`src/gtcr_pkg.sv`:
```
`timescale 1ns / 1ps
// ----------------------------------------------------------------------------
// gtcr_pkg
// Shared types, constants and codes of the glyph text console renderer.
// ----------------------------------------------------------------------------
package gtcr_pkg;

    // Text grid and glyph range
    localparam int TEXT_COLS          = 80;
    localparam int TEXT_ROWS          = 25;
    localparam int GLYPH_ROWS_DEFAULT = 16;
    localparam int FIRST_GLYPH        = 32;
    localparam int LAST_GLYPH         = 126;
    localparam int CELL_PIXELS        = 8;
    localparam int PIXEL_SHIFT        = 2;

    // Font store
    localparam int STORE_DEPTH = 1520;
    localparam int STORE_AW    = 11;
    localparam int GLYPH_IDX_W = 13;

    // Cursor widths
    localparam int COL_W = 7;
    localparam int ROW_W = 5;

    // Front to back queue
    localparam int QUEUE_DEPTH = 4;

    // Configuration port
    localparam int REG_IDX_W  = 3;
    localparam int REG_DATA_W = 32;

    localparam logic [REG_IDX_W-1:0] REG_FG_COLOR      = 3'd0;
    localparam logic [REG_IDX_W-1:0] REG_BG_COLOR      = 3'd1;
    localparam logic [REG_IDX_W-1:0] REG_SCREEN_WIDTH  = 3'd2;
    localparam logic [REG_IDX_W-1:0] REG_SCREEN_HEIGHT = 3'd3;
    localparam logic [REG_IDX_W-1:0] REG_LINE_PITCH    = 3'd4;
    localparam logic [REG_IDX_W-1:0] REG_FB_BASE       = 3'd5;

    localparam logic [12:0] SCREEN_WIDTH_RESET  = 13'd1024;
    localparam logic [12:0] SCREEN_HEIGHT_RESET = 13'd768;
    localparam logic [15:0] LINE_PITCH_RESET    = 16'd4096;

    // Item codes
    localparam logic       ACTION_LOAD  = 1'b0;
    localparam logic       ACTION_PUT   = 1'b1;
    localparam logic [7:0] CHAR_NEWLINE = 8'd10;
    localparam logic [7:0] CHAR_SPACE   = 8'd32;

    typedef struct packed {
        logic        action;
        logic [10:0] font_index;
        logic [7:0]  font_byte;
        logic [7:0]  char_code;
    } cmd_t;

    typedef struct packed {
        logic [31:0] row_address;
        logic [31:0] px0;
        logic [31:0] px1;
        logic [31:0] px2;
        logic [31:0] px3;
        logic [31:0] px4;
        logic [31:0] px5;
        logic [31:0] px6;
        logic [31:0] px7;
        logic        last_row;
    } pix_t;

    typedef struct packed {
        logic [31:0] fg_color;
        logic [31:0] bg_color;
        logic [12:0] screen_width;
        logic [12:0] screen_height;
        logic [15:0] line_pitch;
        logic [31:0] fb_base;
    } cfg_t;

    typedef enum logic {
        KIND_LOAD,
        KIND_PUT
    } entry_kind_t;

    typedef struct packed {
        entry_kind_t            kind;
        logic [10:0]            font_index;
        logic [7:0]             font_byte;
        logic [GLYPH_IDX_W-1:0] glyph_base;  // two's complement
        logic [COL_W-1:0]       col;
        logic [ROW_W-1:0]       row;
    } q_entry_t;

    typedef struct packed {
        logic full;
        logic empty;
    } q_status_t;

    typedef enum logic [1:0] {
        BK_IDLE,
        BK_SETUP,
        BK_BASE,
        BK_ROW
    } back_state_t;

endpackage

```
`src/gtcr_queue.sv`:
```
`timescale 1ns / 1ps
// ----------------------------------------------------------------------------
// gtcr_queue
// Short FIFO of decoded work between the front and the back end.
// ----------------------------------------------------------------------------
module gtcr_queue
    import gtcr_pkg::*;
#(
    parameter int DEPTH = QUEUE_DEPTH
) (
    input  logic      clk,
    input  logic      rst_n,
    input  logic      push,
    input  q_entry_t  push_entry,
    input  logic      pop,
    output q_entry_t  head,
    output q_status_t status
);

    localparam int PTR_W = (DEPTH > 1) ? $clog2(DEPTH) : 1;
    localparam int CNT_W = $clog2(DEPTH + 1);

    q_entry_t         mem_reg [DEPTH];
    logic [PTR_W-1:0] wr_ptr_reg, wr_ptr_next;
    logic [PTR_W-1:0] rd_ptr_reg, rd_ptr_next;
    logic [CNT_W-1:0] count_reg, count_next;
    logic             do_push, do_pop;

    assign status.full  = (count_reg == CNT_W'(DEPTH));
    assign status.empty = (count_reg == '0);
    assign do_push      = push && !status.full;
    assign do_pop       = pop && !status.empty;
    assign head         = mem_reg[rd_ptr_reg];

    always_comb
    begin
        wr_ptr_next = wr_ptr_reg;
        rd_ptr_next = rd_ptr_reg;
        count_next  = count_reg;
        if (do_push)
        begin
            wr_ptr_next = (wr_ptr_reg == PTR_W'(DEPTH - 1)) ? '0 : wr_ptr_reg + PTR_W'(1);
        end
        if (do_pop)
        begin
            rd_ptr_next = (rd_ptr_reg == PTR_W'(DEPTH - 1)) ? '0 : rd_ptr_reg + PTR_W'(1);
        end
        if (do_push && !do_pop)
        begin
            count_next = count_reg + CNT_W'(1);
        end
        else if (do_pop && !do_push)
        begin
            count_next = count_reg - CNT_W'(1);
        end
    end

    always_ff @(posedge clk or negedge rst_n)
    begin
        if (!rst_n)
        begin
            wr_ptr_reg <= '0;
            rd_ptr_reg <= '0;
            count_reg  <= '0;
        end
        else
        begin
            wr_ptr_reg <= wr_ptr_next;
            rd_ptr_reg <= rd_ptr_next;
            count_reg  <= count_next;
        end
    end

    always_ff @(posedge clk)
    begin
        if (do_push)
        begin
            mem_reg[wr_ptr_reg] <= push_entry;
        end
    end

endmodule

```
`config.mk`:
```
export PLATFORM = sky130hd
export DESIGN_NAME = gtcr_queue
export DESIGN_NICKNAME = d
export VERILOG_FILES = /design/src/gtcr_pkg.sv /design/src/gtcr_queue.sv
export SDC_FILE = /design/constraint.sdc
export NUM_CORES = 1
export LEC_CHECK = 0
export ABC_AREA = 1
export BUFFER_PORTS_ARGS = -buffer_cell sky130_fd_sc_hd__buf_2
export CAP_MARGIN = 40
export CELL_PAD_IN_SITES_DETAIL_PLACEMENT = 1
export CELL_PAD_IN_SITES_GLOBAL_PLACEMENT = 2
export CORE_MARGIN = 8
export CORE_UTILIZATION = 40
export CTS_CLUSTER_DIAMETER = 200
export DETAILED_ROUTE_END_ITERATION = 12
export MAX_ROUTING_LAYER = met4
export PLACE_DENSITY = 0.8
export REMOVE_ABC_BUFFERS = 1
export SYNTH_ARGS = -nofsm -noshare
export SYNTH_HDL_FRONTEND = slang
export SYNTH_SLANG_ARGS = --single-unit
```
`constraint.sdc`:
```
create_clock -name clk -period 3.5 [get_ports clk]
set_input_delay 0.35 -clock clk [delete_from_list [all_inputs] [get_ports clk]]
set_output_delay 0.35 -clock clk [all_outputs]
set_load 0.005 [all_outputs]
```
Word level (Yosys, flattened, before mapping)
Memories as Yosys holds them, arrays and structs flattened.
Index checks and enable logic that the tools add are counted.
{"block": "word_totals", "regBits": 7, "ram_bits": 180, "inputBits": 49, "output_inout_bits": 47, "elab_cells": 27, "n_memories": 1}
{"name": "mem_reg", "depth": 4, "word_bits": 45, "read_ports": 1, "rd_clocked_by_memory_dff": 0, "wr": 1, "line_no": "gtcr_queue.sv:23", "text": "q_entry_t mem_reg [DEPTH];"}
{"block": "op_classes", "addsub": 4, "n_eq_ne": 3, "mux": 6, "n_reduce_logical": 10}
{"op": "$mux W3", "count": 2}
{"op": "$add A2 B1 Y2 const B", "count": 2}
{"op": "$eq A2 B2 Y1 const B", "count": 2}
{"op": "$logic_and A1 B1 Y1", "count": 4}
{"op": "$logic_not A1 Y1", "count": 4}
{"op": "$mux W2", "count": 2}
{"op": "$add A3 B1 Y3 const B", "count": 1}
{"op": "$eq A3 B3 Y1 const B", "count": 1}
{"op": "$logic_not A3 Y1", "count": 1}
{"op": "$sub A3 B1 Y3 const B", "count": 1}
{"op": "$mux W1", "count": 2}
{"op": "$reduce_bool A2 Y1", "count": 1}

Logic depth before layout (Yosys ltp)
{"block": "depth", "depth_word": 7, "ltp_mapped": 12, "depth_no_buf": 12}

Worst setup path before layout
OpenSTA, ideal clock, no wires.
{"block": "synth_path", "path_type": "register to register", "from": "register count_reg[0]", "to": "memory mem_reg[0][0] in the netlist's numbering, enable pin", "t_arrival_ns": 2.618, "path_slack_ns": 0.435, "stages_incl_launch_ff": 5, "path_buffers": 0, "synth_period_minus_slack_ns": 3.065, "path_cell_list": "dfrtp_1 inv_1 nand3_1 nand2_1 nor2_1"}
{"block": "synth_via", "elab_chain_cells": 5}
{"element": "start: declaration", "line_no": "gtcr_queue.sv:26", "text": "logic [CNT_W-1:0] count_reg, count_next;"}
{"element": "start signal: assignment", "line_no": "gtcr_queue.sv:70", "text": "count_reg <= count_next;"}
{"element": "$eq A3 B3 Y1", "line_no": "gtcr_queue.sv:29", "text": "assign status.full = (count_reg == CNT_W'(DEPTH));"}
{"element": "$logic_not A1 Y1", "line_no": "gtcr_queue.sv:31", "text": "assign do_push = push && !status.full;"}
{"element": "$logic_and A1 B1 Y1", "line_no": "gtcr_queue.sv:31"}
{"element": "$mux W1", "line_no": "gtcr_queue.sv:76", "text": "if (do_push)"}
{"element": "$mux W1 (not written as such)", "line_no": "gtcr_queue.sv:78", "text": "mem_reg[wr_ptr_reg] <= push_entry;"}
{"element": "end: declaration", "line_no": "gtcr_queue.sv:23"}
Every way passes these cells.

==> results.py <==
metrics = {
    "power": {
        "internal-power_mw": 4.86,
        "p_sw_mw": 2.57,
        "peakVddDrop_mv": 0.451,
        "swShare_pct": 34.6,
        "pwr-share-clk_pct": 25.7,
        "p_comb_share_pct": 31.1,
        "power.density_nw_per_um2": 829,
        "power_leakage_nw": 3.58,
        "pwr-share-seq_pct": 43.2,
    },
    "global_route": {
        "grt-ovfl-total": 0,
        "grt_max_degree": 84,
        "antenna_found_initial": 0,
        "grt_pass1_wl_um": 26700,
        "grt_use_total_pct": 15.0,
        "grt_pass1_vias": 4971,
    },
    "floorplanning": {
        "die_h_um": 155,
        "io_pins": 96,
        "initial_core_util_pct": 41.0,
        "die_x_um": 155,
        "fp-row-count": 50,
        "coreArea_um2": 18800,
        "dieArea_um2": 24000,
    },
    "cts": {
        "cts_tree": "done",
        "cts_setup_buffers": 0,
        "clk_latency_ps": 420,
        "clkSinkCount": 187,
        "numCtsBuffers": 17,
        "clockBufferDepth": 2,
        "clkTransAtPathRegs_ps": 70,
        "cts.htree.levels": 4,
        "cts_root_buf": "clkbuf_16",
    },
    "cells_and_area": {
        "drive_gt1_share_pct": 21.7,
        "area_growth_pct": 16.3,
        "largest_reg_flops": 180,
        "n_antenna_cell": 0,
        "final_nets": 738,
        "fin_cells": 955,
    },
    "critical_path": {
        "cp-end-kind": "output port",
        "path_class": "reg -> out",
        "critPathArrivalTime_ps": 2280,
        "start_kind": "register",
        "crit_fanout": 83,
        "crit_required_ps": 3150,
    },
    "place": {
        "dp_hpwl_um": 11000,
        "dp_cells": 922,
        "port_buffers": 95,
        "gp_congestion": 0.772,
    },
    "synth": {
        "syn_avg_cell_area_um2": 13.2,
        "ys_seq_elements": 187,
        "synth.distinct_cells": 18,
        "netlist_area_um2": 7710,
        "ys_warn_count": 0,
        "synth_cells": 585,
        "synth.yosys.seq_area_share_pct": 72.4,
    },
    "timing": {
        "setup_violations": 0,
        "fmax_mhz": 381,
        "fin_setup_tns_ps": 0,
        "fin_skew_ps": 8.11,
        "fin_crit_sh_pct": 75.0,
        "drv_slew": 0,
        "slew-limit-headroom_pct": 40.3,
        "tightestPinTransition_ps": 895,
        "hold_slack_ps": 145,
        "grt_setup_unrepaired": "false",
        "hold_viol_final": 0,
        "fin_crit_ps": 2630,
    },
    "detailed_routing": {
        "wl_um": 17100,
        "drt_iter0_markers": 233,
        "wl_met3_um": 518,
        "dr.max_layer_used": "met4",
        "routed-wl-met2_um": 8520,
        "met1_length_um": 7960,
        "drt-pass1-iter-count": 4,
        "wl_per_cell_um": 18.0,
        "via_per_inst": 4.88,
        "ant_nets": 0,
        "route.vias.total": 4658,
        "remaining_drc_errors": 0,
    },
    "hold_path": {
        "min_path_type": "in -> reg",
    },
    "status": {
        "outcome": "completed",
    },
    "job": {
        "cap_viol_max_count": 0,
    },
}
## cell families after synthesis
group,count (synthesis),synth area share [%]
AO/OA/AOI/OAI,91,9.35
adder cells (fa/ha/maj),7,1.23
flip-flops,187,72.4
AND/OR/NAND/NOR,164,8.13
XOR/XNOR,1,0.114
buffers and inverters,135,8.81
## layout make-up
class	instances	area, um^2
clock buffers	17	425
clock inverters	15	163
multi-input cells	263	1480
flip-flops and latches	187	5590
repair buffers	107	593
well taps	260	325
fillers	1952	9860
inverters	106	398
## routing by layer
layer  track usage, %  vias to the layer above
li1                 -                     2209
met1             18.2                     2354
met2             24.7                       84
met3             3.29                       11
met4             4.48                        0
met5                -                        -
## critical path, stage by stage, from the launching register on
cell      delay [ps]
dfrtp_4         1010
buf_4            370
nand2_1           80
o211ai_1          90
nand2_1          110
buf_2            150
## stage by stage
step | utilization (%) | area [um^2] | setup WS, ps | power, mW
global route | 47.6 | 8970 | 699 | 7.89
global placement | 44.4 | 8350 | 1340 | 5.50
finish | 47.6 | 8970 | 875 | 7.43
floorplan | - | 7430 | -456 | 4.52
CTS | 47.6 | 8970 | 830 | 7.57
detailed placement | 44.5 | 8370 | 1240 | 5.65
## cells in the final DEF (no fill, tap or decap), drive strengths merged, types with 6 or more instances in the layout
master  count
edfxtp    180
nand2     150
inv       112
buf       106
o211ai     90
clkbuf     17
nand3       7
dfrtp       7
ha          6
nor2        6
## power groups by stage
stage	Clock [mW]	Combinational [mW]	Sequential, mW
2_1_floorplan	0	1.17	3.36
6_report	1.91	2.31	3.21
5_1_grt	2.02	2.61	3.26
3_3_place_gp	0	2.27	3.23
3_5_place_dp	0	2.38	3.27
4_1_cts	1.95	2.39	3.22
## worst paths after layout
kind / to / slack, ps / cells after the start / from
setup / recovery: head[12] / 870 / 5 / rd_ptr_reg[0]
min in group asynchronous: wr_ptr_reg[0] / 290 / 2 / rst_n
max in group asynchronous: rd_ptr_reg[0] / 3020 / 2 / rst_n
setup reg to reg: mem_reg[1][37] / 1280 / 5 / count_reg[0]
hold / removal: mem_reg[3][34] / 140 / 1 / push_entry[34]
hold reg to reg: count_reg[2] / 520 / 2 / count_reg[2]
## cells in the mapped netlist
cell        n  area, um^2
o211ai_1   82         616
buf_6      18         203
dfrtp_1     7         175
ha_1        6        75.1
buf_4       6        45.0
nand3_1     7        35.0
clkbuf_8    1        13.8
nor2_1      6        22.5
inv_1     105         394
xnor2_1     1        8.76
o211ai_2    8         100
inv_2       1        3.75
nand4_1     1        6.26
o21ai_0     1        5.00
edfxtp_1  180        5410
fa_1        1        20.0
buf_2       4        20.0
nand2_1   150         563
## repair_timing
action	in CTS	in global routing
gates resized for setup	0	0
endpoints found under the hold margin	7	0
hold buffers	1	0
Note: power is estimated with default switching activity, not from simulation.
