`config.mk`:
```
export PLATFORM = sky130hd
export DESIGN_NAME = gtcr_back
export DESIGN_NICKNAME = d
export VERILOG_FILES = /design/src/gtcr_pkg.sv /design/src/gtcr_back.sv
export SDC_FILE = /design/constraint.sdc
export NUM_CORES = 1
export LEC_CHECK = 0
export ABC_CLOCK_PERIOD_IN_PS = 17300
export BUFFER_PORTS_ARGS = -buffer_cell sky130_fd_sc_hd__clkbuf_2
export CORE_MARGIN = 3
export CORE_UTILIZATION = 40
export CTS_CLUSTER_DIAMETER = 50
export DETAILED_ROUTE_END_ITERATION = 8
export PLACE_DENSITY = 0.64
export SLEW_MARGIN = 40
export SYNTH_ARGS = -nofsm -noshare
export SYNTH_HDL_FRONTEND = slang
export SYNTH_SLANG_ARGS = --single-unit
```
`constraint.sdc`:
```
create_clock -name clk -period 17.3 [get_ports clk]
set_input_delay 3.46 -clock clk [delete_from_list [all_inputs] [get_ports clk]]
set_output_delay 3.46 -clock clk [all_outputs]
set_load 0.02 [all_outputs]
```
`src/gtcr_pkg.sv`:
```
`timescale 1ns / 1ps
// ----------------------------------------------------------------------------
// gtcr_pkg
// Shared types, constants and codes of the glyph text console renderer.
// ----------------------------------------------------------------------------
package gtcr_pkg;

    // Text grid and glyph range
    localparam int TEXT_COLS          = 80;
    localparam int TEXT_ROWS          = 25;
    localparam int GLYPH_ROWS_DEFAULT = 16;
    localparam int FIRST_GLYPH        = 32;
    localparam int LAST_GLYPH         = 126;
    localparam int CELL_PIXELS        = 8;
    localparam int PIXEL_SHIFT        = 2;

    // Font store
    localparam int STORE_DEPTH = 1520;
    localparam int STORE_AW    = 11;
    localparam int GLYPH_IDX_W = 13;

    // Cursor widths
    localparam int COL_W = 7;
    localparam int ROW_W = 5;

    // Front to back queue
    localparam int QUEUE_DEPTH = 4;

    // Configuration port
    localparam int REG_IDX_W  = 3;
    localparam int REG_DATA_W = 32;

    localparam logic [REG_IDX_W-1:0] REG_FG_COLOR      = 3'd0;
    localparam logic [REG_IDX_W-1:0] REG_BG_COLOR      = 3'd1;
    localparam logic [REG_IDX_W-1:0] REG_SCREEN_WIDTH  = 3'd2;
    localparam logic [REG_IDX_W-1:0] REG_SCREEN_HEIGHT = 3'd3;
    localparam logic [REG_IDX_W-1:0] REG_LINE_PITCH    = 3'd4;
    localparam logic [REG_IDX_W-1:0] REG_FB_BASE       = 3'd5;

    localparam logic [12:0] SCREEN_WIDTH_RESET  = 13'd1024;
    localparam logic [12:0] SCREEN_HEIGHT_RESET = 13'd768;
    localparam logic [15:0] LINE_PITCH_RESET    = 16'd4096;

    // Item codes
    localparam logic       ACTION_LOAD  = 1'b0;
    localparam logic       ACTION_PUT   = 1'b1;
    localparam logic [7:0] CHAR_NEWLINE = 8'd10;
    localparam logic [7:0] CHAR_SPACE   = 8'd32;

    typedef struct packed {
        logic        action;
        logic [10:0] font_index;
        logic [7:0]  font_byte;
        logic [7:0]  char_code;
    } cmd_t;

    typedef struct packed {
        logic [31:0] row_address;
        logic [31:0] px0;
        logic [31:0] px1;
        logic [31:0] px2;
        logic [31:0] px3;
        logic [31:0] px4;
        logic [31:0] px5;
        logic [31:0] px6;
        logic [31:0] px7;
        logic        last_row;
    } pix_t;

    typedef struct packed {
        logic [31:0] fg_color;
        logic [31:0] bg_color;
        logic [12:0] screen_width;
        logic [12:0] screen_height;
        logic [15:0] line_pitch;
        logic [31:0] fb_base;
    } cfg_t;

    typedef enum logic {
        KIND_LOAD,
        KIND_PUT
    } entry_kind_t;

    typedef struct packed {
        entry_kind_t            kind;
        logic [10:0]            font_index;
        logic [7:0]             font_byte;
        logic [GLYPH_IDX_W-1:0] glyph_base;  // two's complement
        logic [COL_W-1:0]       col;
        logic [ROW_W-1:0]       row;
    } q_entry_t;

    typedef struct packed {
        logic full;
        logic empty;
    } q_status_t;

    typedef enum logic [1:0] {
        BK_IDLE,
        BK_SETUP,
        BK_BASE,
        BK_ROW
    } back_state_t;

endpackage

```
`src/gtcr_back.sv`:
```
`timescale 1ns / 1ps
// ----------------------------------------------------------------------------
// gtcr_back
// Executes queued work: writes font bytes, and for a character computes the
// cell address and walks the glyph rows, one pixel beat per row.
// ----------------------------------------------------------------------------
module gtcr_back
    import gtcr_pkg::*;
#(
    parameter int GLYPH_ROWS = GLYPH_ROWS_DEFAULT
) (
    input  logic                clk,
    input  logic                rst_n,
    input  cfg_t                cfg,
    input  q_entry_t            head,
    input  q_status_t           q_status,
    output logic                pop,
    output logic                ram_we,
    output logic [STORE_AW-1:0] ram_waddr,
    output logic [7:0]          ram_wdata,
    output logic                ram_re,
    output logic [STORE_AW-1:0] ram_raddr,
    input  logic [7:0]          ram_rdata,
    output logic                pix_valid,
    input  logic                pix_ready,
    output pix_t                pix
);

    localparam int GR_W = (GLYPH_ROWS > 1) ? $clog2(GLYPH_ROWS) : 1;

    back_state_t            state_reg, state_next;
    logic [GR_W-1:0]        grow_reg, grow_next;
    logic                   out_valid_reg, out_valid_next;
    logic [GLYPH_IDX_W-1:0] gbase_reg, gbase_next;
    logic [31:0]            top_reg, top_next;
    logic [31:0]            off_reg, off_next;
    logic [31:0]            prod_reg, prod_next;
    logic [31:0]            addr_reg, addr_next;
    logic                   hit_reg, hit_next;
    pix_t                   out_reg, out_next;
    logic [GR_W-1:0]        rd_row;
    logic [GLYPH_IDX_W-1:0] rd_idx;
    logic                   rd_hit;
    logic [7:0]             bits;
    logic                   slot_free;
    logic [31:0]            top_calc;
    logic [31:0]            left_calc;

    assign slot_free = !out_valid_reg || pix_ready;

    // Cell origin from the queued cursor, centred on the screen
    assign top_calc  = 32'(head.row) * 32'(GLYPH_ROWS)
                     + 32'(cfg.screen_height >> 1)
                     - 32'(TEXT_ROWS * GLYPH_ROWS / 2);
    assign left_calc = (32'(head.col) << 3)
                     + 32'(cfg.screen_width >> 1)
                     - 32'(TEXT_COLS * CELL_PIXELS / 2);

    assign rd_idx    = gbase_reg + GLYPH_IDX_W'(rd_row);
    assign rd_hit    = !rd_idx[GLYPH_IDX_W-1] && (rd_idx < GLYPH_IDX_W'(STORE_DEPTH));
    assign ram_raddr = rd_idx[STORE_AW-1:0];
    assign bits      = hit_reg ? ram_rdata : 8'h00;

    assign ram_waddr = head.font_index;
    assign ram_wdata = head.font_byte;

    always_comb
    begin
        state_next     = state_reg;
        grow_next      = grow_reg;
        out_valid_next = out_valid_reg;
        gbase_next     = gbase_reg;
        top_next       = top_reg;
        off_next       = off_reg;
        prod_next      = prod_reg;
        addr_next      = addr_reg;
        hit_next       = hit_reg;
        out_next       = out_reg;
        pop            = 1'b0;
        ram_we         = 1'b0;
        ram_re         = 1'b0;
        rd_row         = grow_reg;

        // Drop the beat once taken
        if (out_valid_reg && pix_ready)
        begin
            out_valid_next = 1'b0;
        end

        unique case (state_reg)
            BK_IDLE:
            begin
                if (!q_status.empty)
                begin
                    pop = 1'b1;
                    if (head.kind == KIND_LOAD)
                    begin
                        ram_we = (head.font_index < STORE_AW'(STORE_DEPTH));
                    end
                    else
                    begin
                        gbase_next = head.glyph_base;
                        top_next   = top_calc;
                        off_next   = cfg.fb_base + (left_calc << PIXEL_SHIFT);
                        state_next = BK_SETUP;
                    end
                end
            end
            BK_SETUP:
            begin
                prod_next  = 32'(top_reg * {16'h0000, cfg.line_pitch});
                state_next = BK_BASE;
            end
            BK_BASE:
            begin
                addr_next  = prod_reg + off_reg;
                grow_next  = '0;
                rd_row     = '0;
                ram_re     = 1'b1;
                hit_next   = rd_hit;
                state_next = BK_ROW;
            end
            BK_ROW:
            begin
                if (slot_free)
                begin
                    out_valid_next       = 1'b1;
                    out_next.row_address = addr_reg;
                    out_next.px0         = bits[7] ? cfg.fg_color : cfg.bg_color;
                    out_next.px1         = bits[6] ? cfg.fg_color : cfg.bg_color;
                    out_next.px2         = bits[5] ? cfg.fg_color : cfg.bg_color;
                    out_next.px3         = bits[4] ? cfg.fg_color : cfg.bg_color;
                    out_next.px4         = bits[3] ? cfg.fg_color : cfg.bg_color;
                    out_next.px5         = bits[2] ? cfg.fg_color : cfg.bg_color;
                    out_next.px6         = bits[1] ? cfg.fg_color : cfg.bg_color;
                    out_next.px7         = bits[0] ? cfg.fg_color : cfg.bg_color;
                    out_next.last_row    = (grow_reg == GR_W'(GLYPH_ROWS - 1));
                    addr_next            = addr_reg + 32'(cfg.line_pitch);
                    if (grow_reg == GR_W'(GLYPH_ROWS - 1))
                    begin
                        state_next = BK_IDLE;
                    end
                    else
                    begin
                        // Fetch the next glyph row while this beat goes out
                        grow_next = grow_reg + GR_W'(1);
                        rd_row    = grow_reg + GR_W'(1);
                        ram_re    = 1'b1;
                        hit_next  = rd_hit;
                    end
                end
            end
            default:
            begin
                state_next = BK_IDLE;
            end
        endcase
    end

    always_ff @(posedge clk or negedge rst_n)
    begin
        if (!rst_n)
        begin
            state_reg     <= BK_IDLE;
            grow_reg      <= '0;
            out_valid_reg <= 1'b0;
        end
        else
        begin
            state_reg     <= state_next;
            grow_reg      <= grow_next;
            out_valid_reg <= out_valid_next;
        end
    end

    always_ff @(posedge clk)
    begin
        gbase_reg <= gbase_next;
        top_reg   <= top_next;
        off_reg   <= off_next;
        prod_reg  <= prod_next;
        addr_reg  <= addr_next;
        hit_reg   <= hit_next;
        out_reg   <= out_next;
    end

    assign pix_valid = out_valid_reg;
    assign pix       = out_reg;

endmodule

```
Yosys cells after proc, flatten, opt, wreduce, memory -nomap -nowiden
Index checks and enable logic that the tools add are counted.
Widths: inputs -> output; s select.

storage, ports and cells
  word-level logic and storage cells = 86
  register bits = 438

operators by class
  reductions and logical operators = 12
  bitwise operators = 1
  multiplexer cells = 33
  $add $sub $neg = 9
  $lt $le $gt $ge = 2
  eq/ne operators = 9
  multiply operators = 1

operators with widths
  kind                   number
  $mux 32                9
  $add 32x32->32         2
  $pmux 32 s2            1
  $add 32x16->32         1
  $mul 32x16->32         1
  $sub 13x8->14 const B  1
  $sub 13x9->14 const B  1
  $add 10x12->13         1
  $add 13x4->13          1
  $add 9x12->13          1
  $lt 13x11->1 const B   1
  $mux 1                 12
  $lt 11x11->1 const B   1
  $ne 2x2->1 const B     5
  $mux 2                 4
  $mux 4                 2
  $mux 8                 1
  $pmux 2 s4             1
  $pmux 4 s2             1
  $reduce_and 3->1       2
  $add 4x1->4 const B    1
  $eq 2x2->1 const B     2
  $eq 4x4->1 const B     1
  $pmux 1 s2             2
  other kinds (9)        12

Depth between registers and ports, before layout
Gate-level depths: netlist of the first run.

  word-level depth = 10
  mapped depth = 24
  gate-level depth less buffers = 23

Worst setup path before layout of the first run
OpenSTA, ideal clock, no wires.

  path kind = in2out
  start = input pix_ready
  end = output ram_raddr[10]
  arrival = 13377 ps
  slack = 463 ps
  required time = 13840 ps
  stages on the path = 15
  cells stage by stage = nand2b_1 nand2_1 inv_1 o21ai_0 o21ai_0 ha_1 inv_1 fa_1 inv_1 a21oi_1 o21bai_1 and3_1 clkbuf_1 and3_1 xor2_1

on the way
  cells in the longest elaborated chain, start to end = 4

RTL lines
  item              line              text
  from (decl)       gtcr_back.sv:25   input logic pix_ready,
  $logic_or 1x1->1  gtcr_back.sv:49   assign slot_free = !out_valid_reg || pix_ready;
  $mux 4            gtcr_back.sv:125  if (slot_free)
  $pmux 4 s2        n/a
  net grow_next[0]  gtcr_back.sv:32   logic [GR_W-1:0] grow_reg, grow_next;
  $add 13x4->13     gtcr_back.sv:59   assign rd_idx = gbase_reg + GLYPH_IDX_W'(rd_row);
  to (decl)         gtcr_back.sv:22   output logic [STORE_AW-1:0] ram_raddr,

The timed path passes the listed nets, and every way through them passes these cells.

Final worst setup path of the first run
Same ends and word-level chain as after synthesis.

==> impl_metrics.toml, run 1 <==
[route]
drc_errors = 0
first_pass_iters = 6
wl_per_cell_um = 18.6
ant_nets = 0
avgViaCountPerCell = 5.10
drtIter0Drc = 1245
num_vias = 21200
drt-total-wl_um = 77300

[worst_setup_path]
crit_arrival_ns = 7.22
r2r_cells = 20
cp.required_ns = 13.84
crit_chain = "clkbuf_2, nand2b_1, nand2_1, inv_12, o21ai_0, o21ai_0, ha_1, inv_1, fa_1, inv_1, a21oi_1, o21bai_1, and3_1, and3_1, xor2_1, clkbuf_2"
crit_path_end_kind = "primary output"
critPathMaxStageDelay_ns = 0.53
crit_path_max_fanout = 126
worstSetupPathType = "in2out"
r2r_slack_ns = 10.55
worst_setup_path_start_kind = "input port"
cp_slowest_cell = "inv_12"

[hold_path]
hold_depth = 0
hp-class = "reg2reg"

[clock_network]
clock-sinks = 420
cts_tree = "done"
clkTransAtPathRegs_ns = 0.05
postCtsHoldBufs = 0
cts_buffers = 58
clockRootBuffer = "clkbuf_16"
clock_latency_ns = 0.62
clockBufferDepth = 3
ctsResizeCount = 0
post_cts_buffers = 0
cts-htree-levels = 2

[placement]
hpwl_um = 58400
place_congestion = 0.839
place_ws_ns = 6.59
port_buffers = 491

[logic_synthesis]
ys_seq_area_frac = 0.408
syn_area_per_cell_sq_um = 11.8
post-synth-top-area-cell = "edfxtp_1"
synthTopCellsByArea = "edfxtp_1 (40%), fa_1 (16%), mux2_2 (9.4%)"
synth_xor_area_frac = 0.0327
synth_compound_area_frac = 0.0774
synth_ff_type = "edfxtp_1"
yosysMostFrequentCell = "edfxtp_1"
synthAdderAreaFrac = 0.236
yosys.area_share.simple = 0.0907
netlist_top_cells_count = "edfxtp_1 (413), inv_1 (350), mux2_2 (258), fa_1 (250), nand2_1 (200)"
synth_top_area_frac = 0.403
synth_cell_types = 80
syn_nets = 3233
synth_top_family_by_area = "adder cells"
synth_cells = 2606
synthMuxAreaShare = 0.0985
synth_area_sq_mm = 0.0308
synth_edf_count = 413
synth_warnings = 0
synthArstFlopShare = 0.0167
ys_seq_elements = 420

[job]
maxCapViolCount = 0

[layout]
largest_reg_flops = 289
nets = 3701
area_growth_pct = 17.9
drive_gt1_frac = 0.287
nFillCells = 7051
final_util = 0.477

[sta]
fmax_ghz = 0.0936
finalCritPeriodShare = 0.617
setup_slack_ns = 6.62
setup_viol = 0
drv_slew = 0
relSlewSlack = 0.486
period_minus_slack_ns = 10.68
skew_ns = 0.0542
hold_viol_final = 0
rsz0062_at_grt = "no"
worst_slew_pin_slew_ns = 0.764
tns_ns = 0
hold_slack_ns = 0.458

[die]
row_count = 101
pin_count = 519
die_y_um = 283
die_w_um = 283
initial_core_util = 0.405
dieArea_sq_mm = 0.0804
core_area_sq_mm = 0.0761

[run_status]
status = "completed"

[global_routing]
antenna_found_initial = 5
grt_max_degree = 166
first_global_vias = 21600
grt-ovfl-total = 0
grt_pass1_wl_um = 121000
grtUsageTotal = 0.190
-- worst paths after layout --
kind | startpoint | end
min reg2reg | addr_reg[30] | pix[287]
max | pix_ready | ram_raddr[10]
min | addr_reg[30] | pix[287]
min in group asynchronous | rst_n | grow_reg[1]
max in group asynchronous | rst_n | state_reg[0]
max reg2reg | top_reg[30] | prod_reg[29]
-- layout make-up --
type | count | area (sq um) | share of cell area
repair buffers | 501 | 2570 | 0.0707
multi-input cells | 1743 | 16500 | 0.456
flip-flops and latches | 420 | 12600 | 0.346
diodes | 2 | 5.00 | 0.000138
inverters | 350 | 1330 | 0.0365
clock inverters | 44 | 532 | 0.0146
well taps | 1030 | 1290 | 0.0355
clock buffers | 64 | 1470 | 0.0406
-- routing by layer --
metal	share of wire	track usage	wire length, um	vias to the layer above
li1	-	-	-	9950
met1	0.41	0.235	31500	10600
met2	0.51	0.336	39400	537
met3	0.057	0.0365	4440	113
met4	0.026	0.0555	2020	6
met5	0.00050	0	39	-
-- per-stage QoR --
| stage | instance area [sq um] | instances |
|---|---|---|
| global placement | 34200 | 4043 |
| finish | 36300 | 4154 |
| global route | 36300 | 4154 |
| floorplan | 30800 | 2606 |
| CTS | 36300 | 4151 |
| detailed placement | 34300 | 4043 |
-- critical path: cells and delay by family --
family,cells,cell delay [ns]
compound gates,4,1.04
buf+inv,5,0.95
simple gates,4,0.92
fa+ha+maj,2,0.61
xor+xnor,1,0.23
-- cells by family (layout without fill, tap and decap cells) --
| logic type | Yosys count | in the layout |
|---|---|---|
| other cells | 0 | 2 |
| fa+ha+maj | 431 | 431 |
| xor+xnor | 115 | 115 |
| compound gates | 368 | 368 |
| simple gates | 558 | 558 |
| buf+inv | 443 | 959 |
| mux | 271 | 271 |
| flops | 420 | 420 |
-- placed cells by master, fill, tap and decap left out, drive strengths merged, types with 4 or more instances in the layout --
master      n
a2111oi     7
a211oi     20
a21boi      8
a21o       52
a21oi     115
a31oi       8
and2      123
and3       25
buf        10
bufinv      7
clkbuf    555
clkinv     16
clkinvlp    9
dfrtp       7
edfxtp    413
fa        250
ha        181
inv       362
mux2      258
mux2i      13
nand2     200
nand2b     16
nand3      27
nand3b      5
nand4      16
nor2       77
nor2b      19
nor3       21
nor4        6
o2111ai     4
o211ai      7
o21a       19
o21ai      78
o21bai     10
o311ai      4
o31ai       7
or2         5
or3         7
xnor2      72
xor2       43
Power of run 1 is left out: the tool's default activity adds up to more than one toggle a clock period on the data nets, which glitch-free logic cannot reach.
==> run 2, diff against run 1 <==
- ABC_CLOCK_PERIOD_IN_PS: 17300 -> 11100
- PLACE_DENSITY: 0.64 -> 0.62
- clock period: 17.3 -> 11.1 ns (I/O delays scaled with it)
==> run 2 against run 1 <==
Effect of this change:
- final cell count shrank 0.31%
- clock-buffer cell count shrank 8
- largest cell class unchanged
- critical path type is now in2reg
- utilization fell by 0.23 points
- sequential share of layout area up 0.17 points
- die area did not move
- global-route usage increased by 0.19 points
- worst hold slack worse by 0.010 ns
==> impl_metrics.toml, run 2 (synthesis gave the netlist of run 1 again) <==
[clock_network]
clock_latency_ns = 0.59
post_cts_buffers = 0
clock-sinks = 420
postCtsHoldBufs = 0
clockBufferDepth = 3
clkTransAtPathRegs_ns = 0.06
ctsResizeCount = 0
cts_tree = "done"
clockRootBuffer = "clkbuf_16"
cts_buffers = 51
cts-htree-levels = 2

[route]
drc_errors = 0
first_pass_iters = 5
ant_nets = 0
drt-total-wl_um = 77700
drtIter0Drc = 1292
wl_per_cell_um = 18.8
num_vias = 21000
avgViaCountPerCell = 5.06

[global_routing]
grtUsageTotal = 0.191
grt_pass1_wl_um = 122000
grt_use_met2 = 0.335
use_met1 = 0.239
grt-ovfl-total = 0
grt_use_met3 = 0.0399
antenna_found_initial = 4
grt_max_degree = 167
first_global_vias = 21200
top_usage_layer = "met2"

[placement]
place_ws_ns = 2.54
place_congestion = 0.830
hpwl_um = 59700
port_buffers = 491
dpl.cell_count = 4045

[worst_setup_path]
crit_arrival_ns = 8.27
crit_path_max_fanout = 16
worstSetupPathType = "in2reg"
r2r_slack_ns = 4.40
crit_path_end_kind = "flop"
cp.required_ns = 11.44
worst_setup_path_start_kind = "input port"

[sta]
fmax_ghz = 0.126
hold_viol_final = 0
period_minus_slack_ns = 7.92
skew_ns = 0.0265
setup_slack_ns = 3.18
tns_ns = 0
rsz0062_at_grt = "no"
worst_slew_pin_slew_ns = 0.855
finalCritPeriodShare = 0.714
drv_slew = 0
relSlewSlack = 0.415
setup_viol = 0

[layout]
nets = 3696
seqCellArea_sq_mm = 0.0126
largest_reg_flops = 289
drive_gt1_frac = 0.287
final_cell_mix = "clkbuf_2 (491), edfxtp_1 (413), inv_1 (348)"
final_common_cell = "clkbuf_2"
area_growth_pct = 17.4
antenna_cells = 0
multi_input_area_sq_mm = 0.0166
nFillCells = 6999
final_cells = 4141

[die]
dieArea_sq_mm = 0.0804
core_area_sq_mm = 0.0761
row_count = 101
die_y_um = 283
initial_core_util = 0.405
die_w_um = 283
pin_count = 519

[run_status]
status = "completed"

[hold_path]
hp-class = "reg2reg"

[job]
maxCapViolCount = 0
[run 2: routing by layer]
| metal | up-vias | share of wire | wire length [um] |
|---|---|---|---|
| li1 | 9918 | - | - |
| met1 | 10400 | 0.41 | 31900 |
| met2 | 541 | 0.50 | 39100 |
| met3 | 122 | 0.058 | 4500 |
| met4 | 8 | 0.029 | 2230 |
| met5 | - | 0.00059 | 46 |
[run 2: worst max-delay path: stages]
cell,delay [ns]
clkbuf_2,0.24
nand2_1,0.19
inv_1,0.10
fa_1,0.69
inv_1,0.14
fa_1,0.58
inv_1,0.28
fa_1,0.50
fa_1,0.51
fa_1,0.49
inv_1,0.05
fa_1,0.47
inv_1,0.04
ha_1,0.34
a21o_1,0.20
a21o_1,0.16
a21oi_1,0.17
o21ai_0,0.11
a31oi_1,0.37
nor3_1,0.09
a311o_1,0.29
[run 2: cell type report]
cell class / instances / share of cell area
sequential: 420 / 0.348
clock buffer: 56 / 0.0364
tap: 1030 / 0.0357
clock inverter: 39 / 0.0124
timing repair buffer: 503 / 0.0716
multi-input combinational: 1743 / 0.460
inverter: 350 / 0.0364
[run 2: through the flow]
stage          utilization  hold slack [ns]  cell area, sq um
2_1_floorplan            -            0.426             30900
3_3_place_gp         0.451            0.432             34300
3_5_place_dp         0.451            0.435             34300
4_1_cts              0.475            0.449             36100
5_1_grt              0.475            0.468             36100
6_report             0.475            0.448             36100
[run 2: path summary, 6_finish.rpt]
| path | start | to | depth (start not counted) |
|---|---|---|---|
| max in group asynchronous | rst_n | pix_valid | 1 |
| hold / removal | addr_reg[30] | pix[287] | 0 |
| setup reg to reg | top_reg[30] | prod_reg[29] | 20 |
| setup / recovery | cfg[33] | prod_reg[29] | 21 |
| min in group asynchronous | rst_n | grow_reg[1] | 1 |
| hold reg to reg | addr_reg[30] | pix[287] | 0 |
Power of run 2 is left out for the same reason.
