File: config.mk
export PLATFORM = sky130hd
export DESIGN_NAME = gtcr_front
export DESIGN_NICKNAME = d
export VERILOG_FILES = /design/src/gtcr_pkg.sv /design/src/gtcr_front.sv
export SDC_FILE = /design/constraint.sdc
export NUM_CORES = 1
export LEC_CHECK = 0
export BUFFER_PORTS_ARGS = -buffer_cell sky130_fd_sc_hd__buf_4
export CORE_AREA = 2 2 55 57
export CTS_CLUSTER_DIAMETER = 120
export DETAILED_ROUTE_END_ITERATION = 10
export DIE_AREA = 0 0 57 59
export PLACE_DENSITY = 0.78
export SLEW_MARGIN = 20
export SYNTH_ARGS = -nofsm -noshare
export SYNTH_HDL_FRONTEND = slang
export SYNTH_SLANG_ARGS = --single-unit
File: constraint.sdc
create_clock -name clk -period 5.3 [get_ports clk]
set_clock_uncertainty 0.15 [all_clocks]
set_input_delay 1.06 -clock clk [delete_from_list [all_inputs] [get_ports clk]]
set_output_delay 1.06 -clock clk [all_outputs]
set_load 0.05 [all_outputs]
File: src/gtcr_pkg.sv
`timescale 1ns / 1ps
// ----------------------------------------------------------------------------
// gtcr_pkg
// Shared types, constants and codes of the glyph text console renderer.
// ----------------------------------------------------------------------------
package gtcr_pkg;

    // Text grid and glyph range
    localparam int TEXT_COLS          = 80;
    localparam int TEXT_ROWS          = 25;
    localparam int GLYPH_ROWS_DEFAULT = 16;
    localparam int FIRST_GLYPH        = 32;
    localparam int LAST_GLYPH         = 126;
    localparam int CELL_PIXELS        = 8;
    localparam int PIXEL_SHIFT        = 2;

    // Font store
    localparam int STORE_DEPTH = 1520;
    localparam int STORE_AW    = 11;
    localparam int GLYPH_IDX_W = 13;

    // Cursor widths
    localparam int COL_W = 7;
    localparam int ROW_W = 5;

    // Front to back queue
    localparam int QUEUE_DEPTH = 4;

    // Configuration port
    localparam int REG_IDX_W  = 3;
    localparam int REG_DATA_W = 32;

    localparam logic [REG_IDX_W-1:0] REG_FG_COLOR      = 3'd0;
    localparam logic [REG_IDX_W-1:0] REG_BG_COLOR      = 3'd1;
    localparam logic [REG_IDX_W-1:0] REG_SCREEN_WIDTH  = 3'd2;
    localparam logic [REG_IDX_W-1:0] REG_SCREEN_HEIGHT = 3'd3;
    localparam logic [REG_IDX_W-1:0] REG_LINE_PITCH    = 3'd4;
    localparam logic [REG_IDX_W-1:0] REG_FB_BASE       = 3'd5;

    localparam logic [12:0] SCREEN_WIDTH_RESET  = 13'd1024;
    localparam logic [12:0] SCREEN_HEIGHT_RESET = 13'd768;
    localparam logic [15:0] LINE_PITCH_RESET    = 16'd4096;

    // Item codes
    localparam logic       ACTION_LOAD  = 1'b0;
    localparam logic       ACTION_PUT   = 1'b1;
    localparam logic [7:0] CHAR_NEWLINE = 8'd10;
    localparam logic [7:0] CHAR_SPACE   = 8'd32;

    typedef struct packed {
        logic        action;
        logic [10:0] font_index;
        logic [7:0]  font_byte;
        logic [7:0]  char_code;
    } cmd_t;

    typedef struct packed {
        logic [31:0] row_address;
        logic [31:0] px0;
        logic [31:0] px1;
        logic [31:0] px2;
        logic [31:0] px3;
        logic [31:0] px4;
        logic [31:0] px5;
        logic [31:0] px6;
        logic [31:0] px7;
        logic        last_row;
    } pix_t;

    typedef struct packed {
        logic [31:0] fg_color;
        logic [31:0] bg_color;
        logic [12:0] screen_width;
        logic [12:0] screen_height;
        logic [15:0] line_pitch;
        logic [31:0] fb_base;
    } cfg_t;

    typedef enum logic {
        KIND_LOAD,
        KIND_PUT
    } entry_kind_t;

    typedef struct packed {
        entry_kind_t            kind;
        logic [10:0]            font_index;
        logic [7:0]             font_byte;
        logic [GLYPH_IDX_W-1:0] glyph_base;  // two's complement
        logic [COL_W-1:0]       col;
        logic [ROW_W-1:0]       row;
    } q_entry_t;

    typedef struct packed {
        logic full;
        logic empty;
    } q_status_t;

    typedef enum logic [1:0] {
        BK_IDLE,
        BK_SETUP,
        BK_BASE,
        BK_ROW
    } back_state_t;

endpackage

File: src/gtcr_front.sv
`timescale 1ns / 1ps
// ----------------------------------------------------------------------------
// gtcr_front
// Accepts command beats, tracks the text cursor, absorbs newlines and queues
// font loads and character draws for the back end.
// ----------------------------------------------------------------------------
module gtcr_front
    import gtcr_pkg::*;
#(
    parameter int GLYPH_ROWS = GLYPH_ROWS_DEFAULT
) (
    input  logic      clk,
    input  logic      rst_n,
    input  logic      cmd_valid,
    output logic      cmd_ready,
    input  cmd_t      cmd,
    input  q_status_t q_status,
    output logic      push,
    output q_entry_t  entry
);

    logic [COL_W-1:0]       col_reg, col_next;
    logic [ROW_W-1:0]       row_reg, row_next;
    logic [COL_W-1:0]       draw_col;
    logic [ROW_W-1:0]       draw_row;
    logic                   in_glyph_range;
    logic [6:0]             glyph_code;
    logic [GLYPH_IDX_W-1:0] glyph_diff;
    logic [GLYPH_IDX_W-1:0] glyph_base;
    logic                   accept;

    function automatic logic [ROW_W-1:0] advance_row(input logic [ROW_W-1:0] r);
        logic [ROW_W-1:0] n;
        n = r + ROW_W'(1);
        if (n >= ROW_W'(TEXT_ROWS))
        begin
            n = '0;
        end
        return n;
    endfunction

    assign cmd_ready = !q_status.full;
    assign accept    = cmd_valid && cmd_ready;

    // Codes from 128 up fail on the top bit alone
    assign in_glyph_range = !cmd.char_code[7]
                         && (cmd.char_code >= 8'(FIRST_GLYPH))
                         && (cmd.char_code <= 8'(LAST_GLYPH));
    assign glyph_code = in_glyph_range ? cmd.char_code[6:0] : CHAR_SPACE[6:0];
    assign glyph_diff = GLYPH_IDX_W'(glyph_code) - GLYPH_IDX_W'(FIRST_GLYPH);
    assign glyph_base = GLYPH_IDX_W'(glyph_diff * GLYPH_IDX_W'(GLYPH_ROWS));

    always_comb
    begin
        col_next = col_reg;
        row_next = row_reg;
        push     = 1'b0;

        // Wrap a full line before drawing
        draw_col = col_reg;
        draw_row = row_reg;
        if (col_reg >= COL_W'(TEXT_COLS))
        begin
            draw_col = '0;
            draw_row = advance_row(row_reg);
        end

        entry.kind       = KIND_LOAD;
        entry.font_index = cmd.font_index;
        entry.font_byte  = cmd.font_byte;
        entry.glyph_base = glyph_base;
        entry.col        = draw_col;
        entry.row        = draw_row;

        if (accept)
        begin
            if (cmd.action == ACTION_LOAD)
            begin
                push = 1'b1;
            end
            else if (cmd.char_code == CHAR_NEWLINE)
            begin
                col_next = '0;
                row_next = advance_row(row_reg);
            end
            else
            begin
                push       = 1'b1;
                entry.kind = KIND_PUT;
                col_next   = draw_col + COL_W'(1);
                row_next   = draw_row;
            end
        end
    end

    always_ff @(posedge clk or negedge rst_n)
    begin
        if (!rst_n)
        begin
            col_reg <= '0;
            row_reg <= '0;
        end
        else
        begin
            col_reg <= col_next;
            row_reg <= row_next;
        end
    end

endmodule

* After elaboration in Yosys (flattened, before gate mapping) *
Cells that the tools add are included.
Widths: inputs -> output; s select.

storage, ports and cells
  flip-flop bits (word level) = 12
  input port bits = 33
  output and inout bits = 47
  word-level logic and storage cells = 27

cells by class
  add/subtract/negate cells = 3
  $lt $le $gt $ge = 4
  equal/unequal tests = 1
  muxes and demuxes = 11
  reduce and logical (&&, ||, !) cells = 6

operators by type and width
  kind                 number
  $mux 7               3
  $mux 5               3
  $eq 8x4->1 const B   1
  $ge 8x6->1 const B   1
  $le 8x7->1 const B   1
  $sub 7x6->8 const B  1
  $add 7x1->7 const B  1
  $ge 7x7->1 const B   1
  $add 5x1->5 const B  1
  $ge 5x5->1 const B   1
  $mux 1               5
  $logic_and 1x1->1    3
  $logic_not 1->1      2
  $reduce_and 2->1     1

* Longest topological paths before layout *
Gate-level depths: netlist of run 1.

  depth after elaboration = 5
  gate-level depth with buffers = 9
  mapped depth without buffers = 7

* Worst setup path after synthesis of run 1 *
No wires, ideal clock.

  kind = input to output
  from = input port cmd[0] in the netlist's numbering
  to = output port entry[24] in the netlist's numbering
  data arrival time = 3.236 ns
  required time = 4.090 ns
  setup slack = 0.854 ns
  cell stages on the path = 6
  path buffers = 1
  path through = nand4_1 nor2_1 or3b_2 nor2_1 ha_1 buf_4

RTL lines
  what                line              text
  start: declaration  gtcr_front.sv:16  input cmd_t cmd,
  end: declaration    gtcr_front.sv:19  output q_entry_t entry

==> run summary, run 1 <==
Crit path required time: 4.09 ns
placeable core area: 2710 um^2
gpl congestion: 0.915
top_reg_cell synth: dfrtp_1
Top Family by Delay on Critical Path: simple AND/OR/NAND/NOR gates
largest net degree at the start of global routing: 13
syn_area_per_cell: 8.07 um^2
vias per cell: 5.64
row count: 19
Rel. slew slack: 0.499
DRC: 0
first-pass GRT wire length: 4370 um
Total Wirelength: 2750 um
DIE AREA: 3360 um^2
Final #Nets: 198
Finished Core Util: 0.484
count of hold-fix buffers inserted at cts: 0
unrepaired setup endpoints after global routing: no
Worst Setup Start Kind: primary input
max incr delay on CP: 0.45 ns
post_cts resized: 0
area growth from synthesis to final layout: 10.5%
endpoints failing hold: 0
post-synth top area share: 0.253
antenna violations before repair: 0
clock root buffer: clkbuf_4
clk slew on worst S/H paths: 0.07 ns
CP Buf/Inv Count: 3
layout cell share with drive strength beyond 1: 0.308
max FFs per register: 7
H-tree levels: 1
final worst slack: 1.69 ns
number of synthesized flops with an enable pin: 0
Die H: 59 um
worst slew pin tran: 0.746 ns
crit path max-delay cell type: or3b_2
vias after detailed routing: 1,071
Routed Antenna Nets: 0
Cells after Synth: 147
Pre-Repair DR Iteration Count: 4
nature of the critical path endpoint: primary output
f_max: 277 MHz
I/O Pins: 80
Worst Hold Class: flop to flop
Leakage: 0.646 nW
Max FO, Critical Path: 3
ant diodes: 0
Skew-Pair Late Insertion Delay: 0.28 ns
total CTS buffers: 3
Unique masters post-synth: 45
Synth Warn #: 0
count of final max-slew check failures: 0
Bufs on Longest Clock Path: 2
vias in the first global route: 998
outcome: finished clean
highest ir drop seen on vdd: 0.176 mV
Setup Buffers After CTS: 0
Die W: 57 um
Seq/Total Area, Yosys: 0.253
minimum clock period: 3.61 ns
Initial Util: 0.438
TritonCTS clock tree: built
grt ovf: 0
DR iter-0 viols: 35
gr usage total: 0.165
count of final setup violators: 0
number of max-cap violations: 0
Post-Syn Area: 1190 um^2
hpwl dp: 2120 um
top post-synthesis cells by area: dfrtp_1 (25%), buf_4 (16%), and2_1 (5.3%), ha_1 (4.2%), a22o_1 (3.7%)
Clock Sinks: 12
crit path kind: primary input to primary output
wire per inst: 14.5 um
PwrDens: 261 nW/um^2
Critical Path AT: 2.40 ns
Tcrit/Tclk final: 0.682
post-synthesis cell type with the largest combined area: dfrtp_1
setup_tns: 0 ns
pre-CTS setup slack: 1.68 ns
worst-path cell chain: buf_4, nand4_1, nor2_1, or3b_2, nor2_1, ha_1, inv_1, buf_4
Post-synth ARST share: 1.00
# port buffers: 36
Yosys reg bits: 12
-- worst reg2reg max path: cells and delay by family, from the launching register on --
| family | cells | cell delay, ns |
|---|---|---|
| simple gates | 3 | 0.76 |
| fa+ha+maj | 1 | 0.21 |
| compound gates | 3 | 0.86 |
| flops | 1 | 0.47 |
-- placed cells by master (no fill, tap or decap), types with 3 or more instances in the layout --
cell,n
clkbuf_4,3
a22o_1,5
dfrtp_1,12
and2_1,10
o31ai_1,3
ha_1,4
inv_1,4
conb_1,4
a31oi_1,4
a21oi_1,6
buf_4,36
nor2_1,6
nand2_1,11
nand3_1,7
nor2b_1,3
o21ai_0,7
-- metrics by stage --
stage | hold slack (ns) | power, mW | instances | cell area, um^2
3_5_place_dp | 0.336 | 0.287 | 187 | 1290
3_3_place_gp | 0.335 | 0.284 | 187 | 1290
6_report | 0.366 | 0.342 | 190 | 1310
4_1_cts | 0.360 | 0.343 | 190 | 1310
5_1_grt | 0.392 | 0.361 | 190 | 1310
2_1_floorplan | 0.304 | 0.278 | 150 | 1200
-- final timing paths --
kind,slack [ns],to,depth (start not counted),from
hold reg to reg,0.37,col_reg[0],2,col_reg[0]
min in group asynchronous,0.46,row_reg[1],1,rst_n
setup / recovery,1.69,entry[22],8,cmd[0]
max in group asynchronous,4.38,row_reg[4],1,rst_n
hold / removal,0.37,col_reg[0],2,col_reg[0]
setup reg to reg,2.80,col_reg[4],7,col_reg[5]
-- layer usage --
layer,vias up,track usage,routed length [um]
met1,494,0.172,1030
met5,-,0,0
met3,7,0.0328,238
li1,517,-,-
met4,0,0.0864,41
met2,53,0.310,1430
-- cell families after synthesis --
group / synth area share
DFF: 0.253
buffers and inverters: 0.199
adders and majority gates: 0.0422
and+or+nand+nor: 0.261
xor gates and xnor gates: 0.0222
other: 0.00316
muxes: 0.00844
AOI/OAI and AO/OA: 0.211
-- cells in the mapped netlist (all sizes together) (2+ instances only) --
cell,n
buf,29
dfrtp,12
nand2,12
and2,10
o21ai,10
nand3,7
nor2,7
a21oi,6
a22o,5
inv,5
a31oi,4
ha,4
nor2b,3
o31ai,3
and3,2
nand4,2
nor3,2
o21a,2
o22ai,2
or2,2
xor2,2
-- where the power goes --
group          leakage [nW]  total [mW]  internal, mW  switching, mW
registers             0.158       0.120         0.105         0.0149
clock network        0.0138      0.0576        0.0264         0.0312
logic                 0.475       0.164        0.0550          0.109
total                 0.646       0.342         0.187          0.155
-- final cells by class --
| class | instances | area [um^2] |
|---|---|---|
| flip-flops and latches | 12 | 300 |
| inverters | 5 | 18.8 |
| repair buffers | 36 | 270 |
| well taps | 31 | 38.8 |
| fillers | 277 | 1400 |
| multi-input cells | 103 | 661 |
| clock buffers | 3 | 22.5 |
Note: power is estimated with default switching activity, not from simulation.
==> run 2, diff against run 1 <==
--- a/config.mk
+++ b/config.mk
@@ -5,12 +5,13 @@
 export SDC_FILE = /design/constraint.sdc
 export NUM_CORES = 1
 export LEC_CHECK = 0
+export ABC_AREA = 1
 export BUFFER_PORTS_ARGS = -buffer_cell sky130_fd_sc_hd__buf_4
-export CORE_AREA = 2 2 55 57
+export CORE_AREA = 2 2 58 60
 export CTS_CLUSTER_DIAMETER = 120
 export DETAILED_ROUTE_END_ITERATION = 10
-export DIE_AREA = 0 0 57 59
-export PLACE_DENSITY = 0.78
+export DIE_AREA = 0 0 60 62
+export PLACE_DENSITY = 0.75
 export SLEW_MARGIN = 20
 export SYNTH_ARGS = -nofsm -noshare
 export SYNTH_HDL_FRONTEND = slang
==> constraint.sdc (replaced) <==
create_clock -name clk -period 3.8 [get_ports clk]
set_clock_uncertainty 0.15 [all_clocks]
set_input_delay 0.76 -clock clk [delete_from_list [all_inputs] [get_ports clk]]
set_output_delay 0.76 -clock clk [all_outputs]
set_load 0.05 [all_outputs]
==> run 2 against run 1 <==
Effect of this change: sequential power rose by 65%; register-to-register slack got worse by 0.81 ns; clock-buffer cell count did not move; cell count rose by 37%; largest power group unchanged; highest routed layer unchanged.
==> run summary, run 2 <==
Post-Syn Area: 1290 um^2
clock root buffer: clkbuf_4
highest ir drop seen on vdd: 0.225 mV
DR iter-0 viols: 34
ant diodes: 0
post_cts resized: 0
outcome: finished clean
number of cells after detailed placement: 258
post-synth top area share: 0.232
P_int: 0.318 mW
DRC: 0
Finished Core Util: 0.453
Max FO, Critical Path: 8
reg-to-reg startpoint: col_reg[4]
top post-synthesis cells by area: dfrtp_1 (23%), nand2_1 (15%), buf_4 (14%), inv_1 (8.1%), nand3_1 (7.0%)
Synth Warn #: 0
Post-synth top cells: nand2_1 (53), inv_1 (28), buf_4 (25)
vias per cell: 4.48
Total Wirelength: 2500 um
count of final max-slew check failures: 0
Crit Reg-Reg Endpoint: col_reg[6]
count of hold-fix buffers inserted at cts: 0
Pre-Repair DR Iteration Count: 4
R2R depth: 10
post-route insts no fill: 261
Crit path required time: 2.89 ns
f_max: 349 MHz
Psw: 0.353 mW
count of final setup violators: 0
Bufs on Longest Clock Path: 2
DIE AREA: 3720 um^2
gpl congestion: 0.796
syn_area_per_cell: 6.44 um^2
wire per inst: 9.59 um
unrepaired setup endpoints after global routing: no
Seq/Total Area, Yosys: 0.232
CP Launch Point: row_reg[0]
most frequent cells in the layout: nand2_1 (53), buf_4 (36), inv_1 (28), nor2_1 (19), nand3_1 (18)
Clock Sinks: 12
PwrDens: 466 nW/um^2
most frequent cell after synthesis: nand2_1
Initial Util: 0.407
minimum clock period: 2.86 ns
Worst Setup Start Kind: flop
placeable core area: 3180 um^2
Min Hold Slack: 0.154 ns
layout cell share with drive strength beyond 1: 0.247
Clock power frac: 0.118
Sw Share: 0.526
max FFs per register: 7
grt ovf: 0
sequential share of power: 0.296
Leakage: 0.813 nW
final worst slack: 0.937 ns
vias after detailed routing: 1,170
Setup Buffers After CTS: 0
area growth from synthesis to final layout: 11.3%
# port buffers: 36
Unique masters post-synth: 23
Critical Path AT: 1.95 ns
crit path kind: flop to primary output
Die W: 60 um
row count: 21
Skew-Pair Late Insertion Delay: 0.28 ns
post-synthesis cell type with the largest combined area: dfrtp_1
Routed Antenna Nets: 0
Cells after Synth: 201
hpwl dp: 1940 um
Worst Setup EP: entry[4]
pre-CTS setup slack: 0.944 ns
FF-to-FF setup slack: 1.99 ns
TritonCTS clock tree: built
endpoints failing hold: 0
Comb pwr share: 0.586
Post-synth ARST share: 1.00
Yosys reg bits: 12
Final #Nets: 254
Worst Hold Class: primary input to asynchronous set/reset pin
H-tree levels: 1
number of max-cap violations: 0
largest net degree at the start of global routing: 13
top_reg_cell synth: dfrtp_1
Tcrit/Tclk final: 0.753
gr usage total: 0.138
nature of the critical path endpoint: primary output
vias in the first global route: 936
filler cell count: 346
Die H: 62 um
clk slew on worst S/H paths: 0.08 ns
most common cell after layout, fill and taps aside: nand2_1
first-pass GRT wire length: 3900 um
setup_tns: 0 ns
I/O Pins: 80
total CTS buffers: 3
number of synthesized flops with an enable pin: 0
antenna violations before repair: 0
==> run 2: final cells by class <==
type                       instances  area (um^2)  share of cell area
clock buffer                       3         22.5              0.0156
inverter                          31          116              0.0807
sequential                        12          300               0.208
timing repair buffer              36          270               0.188
tap                               46         57.6              0.0399
multi-input combinational        133          674               0.468
==> run 2: critical path, cell delays in order (launching register included) <==
cell and delay (ns):
dfrtp_1 0.48, inv_1 0.12, ha_1 0.34, nor2_1 0.11, nand2_1 0.08, a21oi_1 0.20, nand2_1 0.10, nand2_1 0.07
buf_4 0.19
==> run 2: power by group through the flow <==
stage / clock network, mW / registers (mW) / logic, mW
CTS: 0.0808 / 0.198 / 0.397
global route: 0.0862 / 0.203 / 0.433
finish: 0.0795 / 0.198 / 0.393
global placement: 0 / 0.199 / 0.392
floorplan: 0 / 0.186 / 0.372
detailed placement: 0 / 0.200 / 0.395
==> run 2: through the flow <==
step	area, um^2	power [mW]
after floorplan	1310	0.557
after global placement	1420	0.591
after CTS	1440	0.675
final	1440	0.671
after detailed placement	1420	0.595
after global routing	1440	0.722
==> run 2: cell families after synthesis <==
| kind of cell | synth area share |
|---|---|
| AO/OA/AOI/OAI | 0.0889 |
| adder cells (fa/ha/maj) | 0.0386 |
| buffers and inverters | 0.256 |
| flip-flops | 0.232 |
| other | 0.00290 |
| AND/OR/NAND/NOR | 0.382 |
==> run 2: per-layer routing <==
layer	part of all wire	wire length, um	vias to the layer above	track usage
li1	-	-	631	-
met1	0.46	1150	503	0.161
met2	0.47	1170	32	0.255
met3	0.065	163	4	0.0393
met4	0.0060	15	0	0.0254
met5	0	0	-	0
==> run 2: worst min path at each step <==
| stage | to | slack (ns) | depth (start not counted) |
|---|---|---|---|
| after CTS | row_reg[4] | 0.16 | 1 |
| after detailed placement | row_reg[4] | 0.41 | 2 |
| after global placement | col_reg[1] | 0.40 | 2 |
| after global routing | row_reg[4] | 0.16 | 1 |
| final | row_reg[4] | 0.15 | 1 |
| after floorplan | col_reg[0] | 0.31 | 0 |
==> run 3, diff against run 2 <==
==> constraint.sdc (replaced) <==
create_clock -name clk -period 2.9 [get_ports clk]
set_clock_uncertainty 0.15 [all_clocks]
set_input_delay 0.58 -clock clk [delete_from_list [all_inputs] [get_ports clk]]
set_output_delay 0.58 -clock clk [all_outputs]
set_load 0.05 [all_outputs]
==> run 3 against run 2 <==
Effect of this change: combinational power rose by 33%; register-to-register slack got worse by 0.92 ns; critical path depth did not move; wire length rose by 9.3%; largest cell class unchanged.
==> run summary, run 3 (synthesis results as in run 2) <==
DRC: 0
largest net degree at the start of global routing: 13
Psw: 0.469 mW
placed inst area: 1430 um^2
wire per inst: 10.4 um
Initial Util: 0.407
grt ovf: 0
gpl congestion: 0.763
placeable core area: 3180 um^2
TritonCTS clock tree: built
f_max: 367 MHz
Pre-Repair DR Iteration Count: 4
count of final setup violators: 0
pre-CTS setup slack: 0.361 ns
P_int: 0.447 mW
number of cells after detailed placement: 258
Setup Buffers After CTS: 0
most common cell after layout, fill and taps aside: nand2_1
Comb pwr share: 0.573
Die H: 62 um
Die W: 60 um
H-tree levels: 1
unrepaired setup endpoints after global routing: no
Crit path required time: 2.17 ns
Leakage: 0.823 nW
Clock Sinks: 12
number of max-cap violations: 0
Worst Hold Class: flop to flop
CP Buf/Inv Count: 2
ant diodes: 0
DIE AREA: 3720 um^2
area growth from synthesis to final layout: 13.9%
clock root buffer: clkbuf_4
row count: 21
post-route cell area: 1480 um^2
post-route insts no fill: 263
Bufs on Longest Clock Path: 2
highest ir drop seen on vdd: 0.357 mV
max incr delay on CP: 0.48 ns
Critical Path AT: 1.99 ns
minimum clock period: 2.72 ns
sequential share of power: 0.282
antenna violations before repair: 0
Clock power frac: 0.145
hpwl dp: 2120 um
Most Frequent Cell on Critical Path: nand2_1
endpoints failing hold: 0
vias after detailed routing: 1,197
Sw Share: 0.512
nature of the critical path endpoint: primary output
Top Family by Delay on Critical Path: flip-flops
outcome: finished clean
Skew-Pair Late Insertion Delay: 0.27 ns
gr usage total: 0.166
max FFs per register: 7
Pwr Total: 0.916 mW
filler cell count: 337
Worst Setup Start Kind: flop
first-pass GRT wire length: 4730 um
layout cell share with drive strength beyond 1: 0.258
crit path kind: flop to primary output
final worst slack: 0.177 ns
vias in the first global route: 1,094
post_cts resized: 0
crit path max-delay cell type: dfrtp_1
PwrDens: 621 nW/um^2
DR iter-0 viols: 55
# port buffers: 36
worst-path cell chain: inv_1, ha_1, nor2_1, nand2_1, a21oi_1, nand2_1, nand2_1, buf_4
Routed Antenna Nets: 0
most frequent cells in the layout: nand2_1 (53), buf_4 (36), inv_1 (28), nor2_1 (18), nand3_1 (18)
Total Wirelength: 2740 um
Max FO, Critical Path: 8
count of hold-fix buffers inserted at cts: 1
Tcrit/Tclk final: 0.939
setup_tns: 0 ns
Final #Nets: 255
clk slew on worst S/H paths: 0.08 ns
I/O Pins: 80
total CTS buffers: 3
vias per cell: 4.55
count of final max-slew check failures: 0
## run 3: changes by cell type in the layout (fill, tap and decap cells not counted)
cell           previous run  this run
clkbuf_8                  0         1
dlygate4sd3_1             0         1
ha_1                      4         3
ha_2                      0         1
nor2_1                   19        18
nor2_4                    4         5
## run 3: metrics by stage
step | hold WS (ns) | util
6_report | 0.418 | 0.464
5_1_grt | 0.464 | 0.464
4_1_cts | 0.419 | 0.464
3_5_place_dp | 0.282 | 0.449
3_3_place_gp | 0.281 | 0.449
2_1_floorplan | 0.134 | -
## run 3: worst paths after layout
path	from	end	slack, ns	cells after the start
worst max-delay path	row_reg[0]	entry[3]	0.18	8
max in group asynchronous	rst_n	col_reg[3]	1.92	2
worst min-delay path	row_reg[4]	row_reg[4]	0.42	2
worst max register to register	col_reg[6]	col_reg[6]	1.07	10
worst min register to register	row_reg[4]	row_reg[4]	0.42	2
min in group asynchronous	rst_n	row_reg[3]	0.53	2
## run 3: area by class of cell
cell class | count | area [um^2] | share of cell area
clock buffer | 4 | 36.3 | 0.0246
inverter | 31 | 116 | 0.0789
multi-input combinational | 133 | 684 | 0.464
sequential | 12 | 300 | 0.204
tap | 46 | 57.6 | 0.0390
timing repair buffer | 37 | 280 | 0.190
## run 3: routing by layer
| metal | GRT usage | part of all wire | vias to the layer above |
|---|---|---|---|
| met5 | 0 | 0 | - |
| met2 | 0.281 | 0.50 | 27 |
| met4 | 0.0540 | 0.011 | 0 |
| met3 | 0.0331 | 0.049 | 4 |
| li1 | - | - | 630 |
| met1 | 0.214 | 0.44 | 536 |
## run 3: power groups by stage
stage | combinational, mW | sequential, mW | clock (mW)
6_report | 0.524 | 0.259 | 0.133
5_1_grt | 0.574 | 0.267 | 0.146
4_1_cts | 0.528 | 0.258 | 0.139
3_5_place_dp | 0.524 | 0.261 | 0
3_3_place_gp | 0.517 | 0.260 | 0
2_1_floorplan | 0.488 | 0.243 | 0
## run 3: worst reg2reg max path: stages, from the launching register on
cell	delay [ns]
dfrtp_1	0.46
inv_2	0.08
nor2_4	0.32
nor2_1	0.11
ha_1	0.21
inv_1	0.09
nor2_2	0.05
nand3_1	0.08
o21bai_1	0.07
nand2_1	0.06
nand2_1	0.05
